**src/sv/aagc_pkg.sv**
```systemverilog
// Shared types, constants and constant tables for the sample gain control block.
`default_nettype none
package aagc_pkg;

  localparam int LOG_TABLE_BITS = 8;
  localparam int ROOT_STEPS     = 16;
  localparam int ITER_W         = $clog2(ROOT_STEPS);
  localparam int L_W            = LOG_TABLE_BITS + 6;
  localparam int D_W            = L_W + 17;
  localparam int CFG_IDX_W      = 3;
  localparam int CFG_DATA_W     = 32;

  localparam logic [23:0] INIT_GAIN_RST  = 24'd65536;
  localparam logic [23:0] MAX_GAIN_RST   = 24'd207243;
  localparam logic [23:0] MIN_GAIN_RST   = 24'd20724;
  localparam logic [31:0] INV_TARGET_RST = 32'd145708;
  localparam logic [15:0] ALPHA_RST      = 16'd655;
  localparam logic [31:0] ENERGY_ONE     = 32'h0100_0000;
  localparam logic [31:0] ENERGY_FLOOR   = 32'd16;
  localparam logic [30:0] Q30_ONE        = 31'h4000_0000;

  typedef enum logic [CFG_IDX_W-1:0] {
    REG_INIT_GAIN  = 3'd0,
    REG_MAX_GAIN   = 3'd1,
    REG_MIN_GAIN   = 3'd2,
    REG_INV_TARGET = 3'd3,
    REG_ALPHA      = 3'd4
  } cfg_reg_e;

  typedef enum logic [4:0] {
    ST_IDLE, ST_MULP, ST_MULA, ST_MULB, ST_INST, ST_EN1, ST_EN2, ST_EN3,
    ST_LOGN, ST_SQ, ST_SCALE, ST_YCALC, ST_EXP, ST_GMUL, ST_CLAMP, ST_DONE
  } state_e;

  typedef enum logic [4:0] {
    OP_NONE, OP_LOAD, OP_MULP, OP_MULA, OP_MULB, OP_INST, OP_EN1, OP_EN2, OP_EN3,
    OP_LOGN, OP_SQ, OP_SCALE, OP_YCALC, OP_EXP, OP_GMUL, OP_CLAMP, OP_OUT
  } op_e;

  typedef struct packed {
    op_e               op;
    logic [ITER_W-1:0] idx;
  } cmd_t;

  typedef struct packed {
    logic energy_big;
  } sts_t;

  typedef logic [31:0] root_tbl_t [ROOT_STEPS];

  function automatic logic [63:0] isqrt64(logic [63:0] x);
    logic [63:0] res;
    logic [63:0] bit_v;
    logic [63:0] xv;
    res   = '0;
    bit_v = 64'd1 << 62;
    xv    = x;
    for (int i = 0; i < 32; i++) begin
      if (bit_v > xv) bit_v = bit_v >> 2;
    end
    for (int i = 0; i < 32; i++) begin
      if (bit_v != 0) begin
        if (xv >= res + bit_v) begin
          xv  = xv - (res + bit_v);
          res = (res >> 1) + bit_v;
        end else begin
          res = res >> 1;
        end
        bit_v = bit_v >> 2;
      end
    end
    return res;
  endfunction

  // Chained square roots of two, Q1.30: 2^(1/2), 2^(1/4), ...
  function automatic root_tbl_t build_roots();
    root_tbl_t   t;
    logic [63:0] root;
    root = isqrt64(64'd2 << 60);
    for (int j = 0; j < ROOT_STEPS; j++) begin
      t[j] = root[31:0];
      root = isqrt64(root << 30);
    end
    return t;
  endfunction

  localparam root_tbl_t ROOT_ROM = build_roots();

endpackage
`default_nettype wire

```
**src/sv/aagc_ctrl.sv**
```systemverilog
// Sequencer: steps the datapath through one sample and owns the handshakes.
`default_nettype none
module aagc_ctrl
  import aagc_pkg::*;
(
  input  wire   clk_i,
  input  wire   rst_ni,
  input  wire   in_valid_i,
  output logic  in_ready_o,
  output logic  out_valid_o,
  input  wire   out_ready_i,
  input  sts_t  sts_i,
  output cmd_t  cmd_o
);

  state_e            state_q, state_d;
  logic [ITER_W-1:0] cnt_q, cnt_d;
  logic              out_valid_q, out_valid_d;
  logic              out_free;

  assign out_free = !out_valid_q || out_ready_i;

  always_comb begin
    state_d = state_q;
    cnt_d   = cnt_q;
    unique case (state_q)
      ST_IDLE:  if (in_valid_i) state_d = ST_MULP;
      ST_MULP:  state_d = ST_MULA;
      ST_MULA:  state_d = ST_MULB;
      ST_MULB:  state_d = ST_INST;
      ST_INST:  state_d = ST_EN1;
      ST_EN1:   state_d = ST_EN2;
      ST_EN2:   state_d = ST_EN3;
      ST_EN3:   state_d = ST_LOGN;
      ST_LOGN: begin
        cnt_d   = '0;
        state_d = sts_i.energy_big ? ST_SQ : ST_CLAMP;
      end
      ST_SQ: begin
        cnt_d = cnt_q + 1'b1;
        if (cnt_q == ITER_W'(LOG_TABLE_BITS - 1)) state_d = ST_SCALE;
      end
      ST_SCALE: state_d = ST_YCALC;
      ST_YCALC: begin
        cnt_d   = '0;
        state_d = ST_EXP;
      end
      ST_EXP: begin
        cnt_d = cnt_q + 1'b1;
        if (cnt_q == ITER_W'(ROOT_STEPS - 1)) state_d = ST_GMUL;
      end
      ST_GMUL:  state_d = ST_CLAMP;
      ST_CLAMP: state_d = ST_DONE;
      ST_DONE:  if (out_free) state_d = ST_IDLE;
      default:  state_d = ST_IDLE;
    endcase
  end

  always_comb begin
    cmd_o.idx   = cnt_q;
    cmd_o.op    = OP_NONE;
    in_ready_o  = 1'b0;
    out_valid_d = out_valid_q && !out_ready_i;
    unique case (state_q)
      ST_IDLE: begin
        in_ready_o = 1'b1;
        if (in_valid_i) cmd_o.op = OP_LOAD;
      end
      ST_MULP:  cmd_o.op = OP_MULP;
      ST_MULA:  cmd_o.op = OP_MULA;
      ST_MULB:  cmd_o.op = OP_MULB;
      ST_INST:  cmd_o.op = OP_INST;
      ST_EN1:   cmd_o.op = OP_EN1;
      ST_EN2:   cmd_o.op = OP_EN2;
      ST_EN3:   cmd_o.op = OP_EN3;
      ST_LOGN:  cmd_o.op = OP_LOGN;
      ST_SQ:    cmd_o.op = OP_SQ;
      ST_SCALE: cmd_o.op = OP_SCALE;
      ST_YCALC: cmd_o.op = OP_YCALC;
      ST_EXP:   cmd_o.op = OP_EXP;
      ST_GMUL:  cmd_o.op = OP_GMUL;
      ST_CLAMP: cmd_o.op = OP_CLAMP;
      ST_DONE: begin
        if (out_free) begin
          cmd_o.op    = OP_OUT;
          out_valid_d = 1'b1;
        end
      end
      default: ;
    endcase
  end

  always_ff @(posedge clk_i or negedge rst_ni) begin
    if (!rst_ni) begin
      state_q     <= ST_IDLE;
      cnt_q       <= '0;
      out_valid_q <= 1'b0;
    end else begin
      state_q     <= state_d;
      cnt_q       <= cnt_d;
      out_valid_q <= out_valid_d;
    end
  end

  assign out_valid_o = out_valid_q;

  a_start: assert property (@(posedge clk_i) disable iff (!rst_ni)
    (in_valid_i && in_ready_o) |=> (state_q == ST_MULP))
    else $error("accepted sample did not start the sequence");
  a_sq_cnt: assert property (@(posedge clk_i) disable iff (!rst_ni)
    (state_q == ST_SQ) |-> (cnt_q < ITER_W'(LOG_TABLE_BITS)))
    else $error("squaring count overran");
  a_publish: assert property (@(posedge clk_i) disable iff (!rst_ni)
    (state_q == ST_DONE && out_free) |=> (out_valid_q && state_q == ST_IDLE))
    else $error("result not published on leaving done");

endmodule
`default_nettype wire

```
**config.mk**
```make
export PLATFORM = sky130hd
export DESIGN_NAME = aagc_ctrl
export DESIGN_NICKNAME = d
export VERILOG_FILES = /design/src/sv/aagc_pkg.sv /design/src/sv/aagc_ctrl.sv
export SDC_FILE = /design/constraint.sdc
export NUM_CORES = 1
export LEC_CHECK = 0
export ABC_AREA = 1
export BUFFER_PORTS_ARGS = -buffer_cell sky130_fd_sc_hd__buf_2
export CORE_ASPECT_RATIO = 0.9
export CORE_MARGIN = 4
export CORE_UTILIZATION = 30
export DETAILED_ROUTE_END_ITERATION = 8
export GPL_TIMING_DRIVEN = 0
export PLACE_DENSITY_LB_ADDON = 0.05
export RECOVER_POWER = 25
export SYNTH_ARGS = -nofsm -noshare
export SYNTH_HDL_FRONTEND = slang
export SYNTH_SLANG_ARGS = --single-unit
```
**constraint.sdc**
```tcl
create_clock -name clk_i -period 1.3 [get_ports clk_i]
set_input_delay 0.065 -clock clk_i [delete_from_list [all_inputs] [get_ports clk_i]]
set_output_delay 0.065 -clock clk_i [all_outputs]
set_load 0.05 [all_outputs]
```
==> results.txt <==
Setup violations remaining at the end of the flow were counted as 2. The largest fanout on the critical path was 4. The share of final-layout standard cells stronger than drive strength 1 was 46.79%.

The first global-routing pass estimated 2.415 mm of wire. The final cycle utilization of the critical path works out to 101.9%. The via count of the first global-routing pass was 583.

The number of synthesized register bits works out to 9. The DRC violation count after routing was 0. TritonCTS built the clock tree.

The effective utilization at floorplan was 33.07%. The prevailing post-synth register cell was dfrtp_1. The worst setup path category was flop to output port. The final reports fail on negative setup slack.

The relative max-transition margin is 66.07%, and the depth of the worst register-to-register path is 8. In the synthesized netlist the async set-or-reset flop fraction comes to 100.0%. The count of cells along the worst hold path works out to 5.

The most used standard cell by instance count after synthesis is nand2_1. The source-to-sink clock delay at the later pin of the worst-skew pair is 0.26 ns, and the total length of routed wires is 1.399 mm. After detailed routing, the average wire length per cell comes to 10.52 um. The transition time of the tightest slew-check pin was 0.5090 ns. Counting every sink on the clock net gives 9. The count of nets left with antenna violations after detail routing was 0; the residual overflow from global routing was 0.

After detailed routing, the number of vias per cell comes to 4.429. The routability congestion estimate is 0.7686. The placeable core area is 1752 um^2, and the buffer levels on the longest clock path is 2.

The setup skew after layout was 0.002125 ns. The worst hold-check path type was primary input to flop. The endpoint class of the critical path is an output port. The run gives 579.3 um^2 as the cell area after synthesis. In this run the clock root is driven by a clkbuf_4. The share of synthesized area in the top cell type comes to 38.88%. Sorting the synthesized cells by area gives the leading types as dfrtp_1 (39%), nand2_1 (11%), inv_1 (9.1%), nand3_1 (6.9%), nor2_1 (5.8%). The logs give 4 for the detailed-router iteration count before antenna repair and 12.25% for the global-route usage over all layers. For the die outline area, the log shows 2699 um^2.

The die is 49.69 um tall. In this run, synthesis inferred 0 flip-flops with an integrated enable. In the synthesized netlist, the cells that appear most often are nand2_1 (17), inv_1 (14), dfrtp_1 (9), nor2_1 (9), nand3_1 (8).

The final layout contains 116 nets. STA classifies the critical path startpoint as a flop. Counting every net in the synthesized netlist gives 88. The minimum period implied by the final worst setup slack is 1.325 ns.

Most area-hungry cell type in the Yosys netlist: dfrtp_1. Across the run, the number of max-cap violations was 0. The floorplan has 14 rows. A synthesized cell averages 7.065 um^2. Synthesis produced a netlist whose cell count is 82. From left edge to right edge, the die measures 54.32 um. The H-tree depth reported by CTS is 1.

The data required time of the critical path was 1.24 ns; the quantity of I/O buffers inserted on ports was 15. For the placed wire-length estimate after detailed placement, the log shows 1.046 mm. Detailed routing inserted a total of 589 vias. The run gives -0.02465 ns as the setup slack after layout.

Setup repair after global routing could not meet its margin everywhere. The number of top-level pins is 16. After routing the design area is 888.4 um^2. In this run, CTS created clock tree buffers numbering 3. Clock-pin slew was measured on the worst setup and hold paths at 0.06 ns.

In this run, distinct cell masters in the synthesized netlist total 18. Entering global routing, the biggest net connects 10 pins. The run gives 0 as the count of antenna diodes in the layout. From synthesis to final layout, the design area changed by 53.35%.

The number of endpoints with negative hold slack in the final report is 0. For the worst setup path, the data arrival time is 1.26 ns. For this design, the slowest cell found on the critical path is dfrtp_2. For the sequential-to-total area share from yosys stat, the log shows 38.88%.

The flow ran to the end, but the final reports show violations. The logs give 754.9 MHz for the timing-limited maximum frequency and 0 for the warning count from the yosys run. The critical path goes through nand2_4, nor2_4, xor2_2, buf_6. The worst stage delay on the critical path is 0.44 ns, and the violation count after the first detailed-routing iteration is 9. The final-report max-slew violation count is 0. The run gives 0 as the initial antenna violation count. After detailed placement, the total cell area comes to 715.7 um^2.
==> cell families (layout without fill, tap and decap cells) <==
family                   Yosys count  in the layout  share of synthesized area [%]
buffers and inverters             15             42                          9.719
AO/OA/AOI/OAI                     13             13                          13.17
AND/OR/NAND/NOR                   42             42                          33.04
adder cells (fa/ha/maj)            1              1                          2.159
flip-flops                         9              9                          38.88
XOR/XNOR                           2              2                          3.024
==> layout by cell type, fill, tap and decap left out, drive strengths merged <==
cell          n
clkbuf        5
o21ai         7
nor2         13
nand2        19
dlygate4sd3   2
xor2          2
inv          15
ha            1
dfrtp         9
a31oi         2
nand3         8
o21bai        2
nor3          1
buf          20
a21oi         2
or2           1
==> final cells by class <==
type | count | area, um^2
Clock buffer | 4 | 26.28
Tap cell | 24 | 30.03
Sequential cell | 9 | 234.0
Timing Repair Buffer | 23 | 176.4
Inverter | 15 | 56.30
Fill cell | 169 | 863.3
Multi-Input combinational cell | 58 | 365.4
==> through the flow <==
step                      std cells  worst slack [ns]  utilization (%)  TNS [ns]  hold slack [ns]
final                           133          -0.02465            50.71  -0.04581           0.1762
after global routing            133          -0.09859            50.71   -0.5981           0.2109
after CTS                       131          -0.04556            48.50   -0.1338           0.1719
after detailed placement        121          -0.08610            40.86   -0.3607         -0.06647
after global placement          121          -0.08627            40.86   -0.4209         -0.06460
after floorplan                  82           -0.1025                -   -0.3686          -0.2306
==> flip-flops by register name, summed over array words and instances (netlist names) <==
| signal | flops |
|---|---|
| out_valid_o | 1 |
| state_q | 4 |
| cnt_q | 4 |
==> worst paths after layout <==
kind	start	to	slack, ns
worst max-delay path	state_q[0]	cmd_o[7]	-0.02
worst min-delay path	sts_i	state_q[0]	0.18
worst max register to register	state_q[0]	state_q[3]	0.04
worst min register to register	cnt_q[0]	cnt_q[0]	0.53
max in group asynchronous	rst_ni	cnt_q[0]	0.65
min in group asynchronous	rst_ni	out_valid_o	0.28
==> routing by layer <==
metal	track usage [%]	part of all wire [%]	vias up
li1	-	-	313
met1	16.48	48	263
met2	17.53	46	13
met3	6.024	6.2	0
met4	2.490	0	0
met5	0	0	-
==> worst max-delay path: cells and delay by family (launching register included) <==
family / cells / cell delay, ns
xor+xnor: 1 / 0.17
buf+inv: 1 / 0.18
flops: 1 / 0.44
simple gates: 2 / 0.21
==> timing repair <==
action | in CTS | in global routing
buffers inserted | 4 | 2
pin swaps | 2 | 0
resized for setup | 20 | 8
hold buffers | 2 | 0
hold endpoints to repair | 10 | 0
endpoints found under the setup margin | 14 | 14
Power is not shown: default switching activity piles up to over one toggle a cycle in this logic, so the estimate is an artifact.
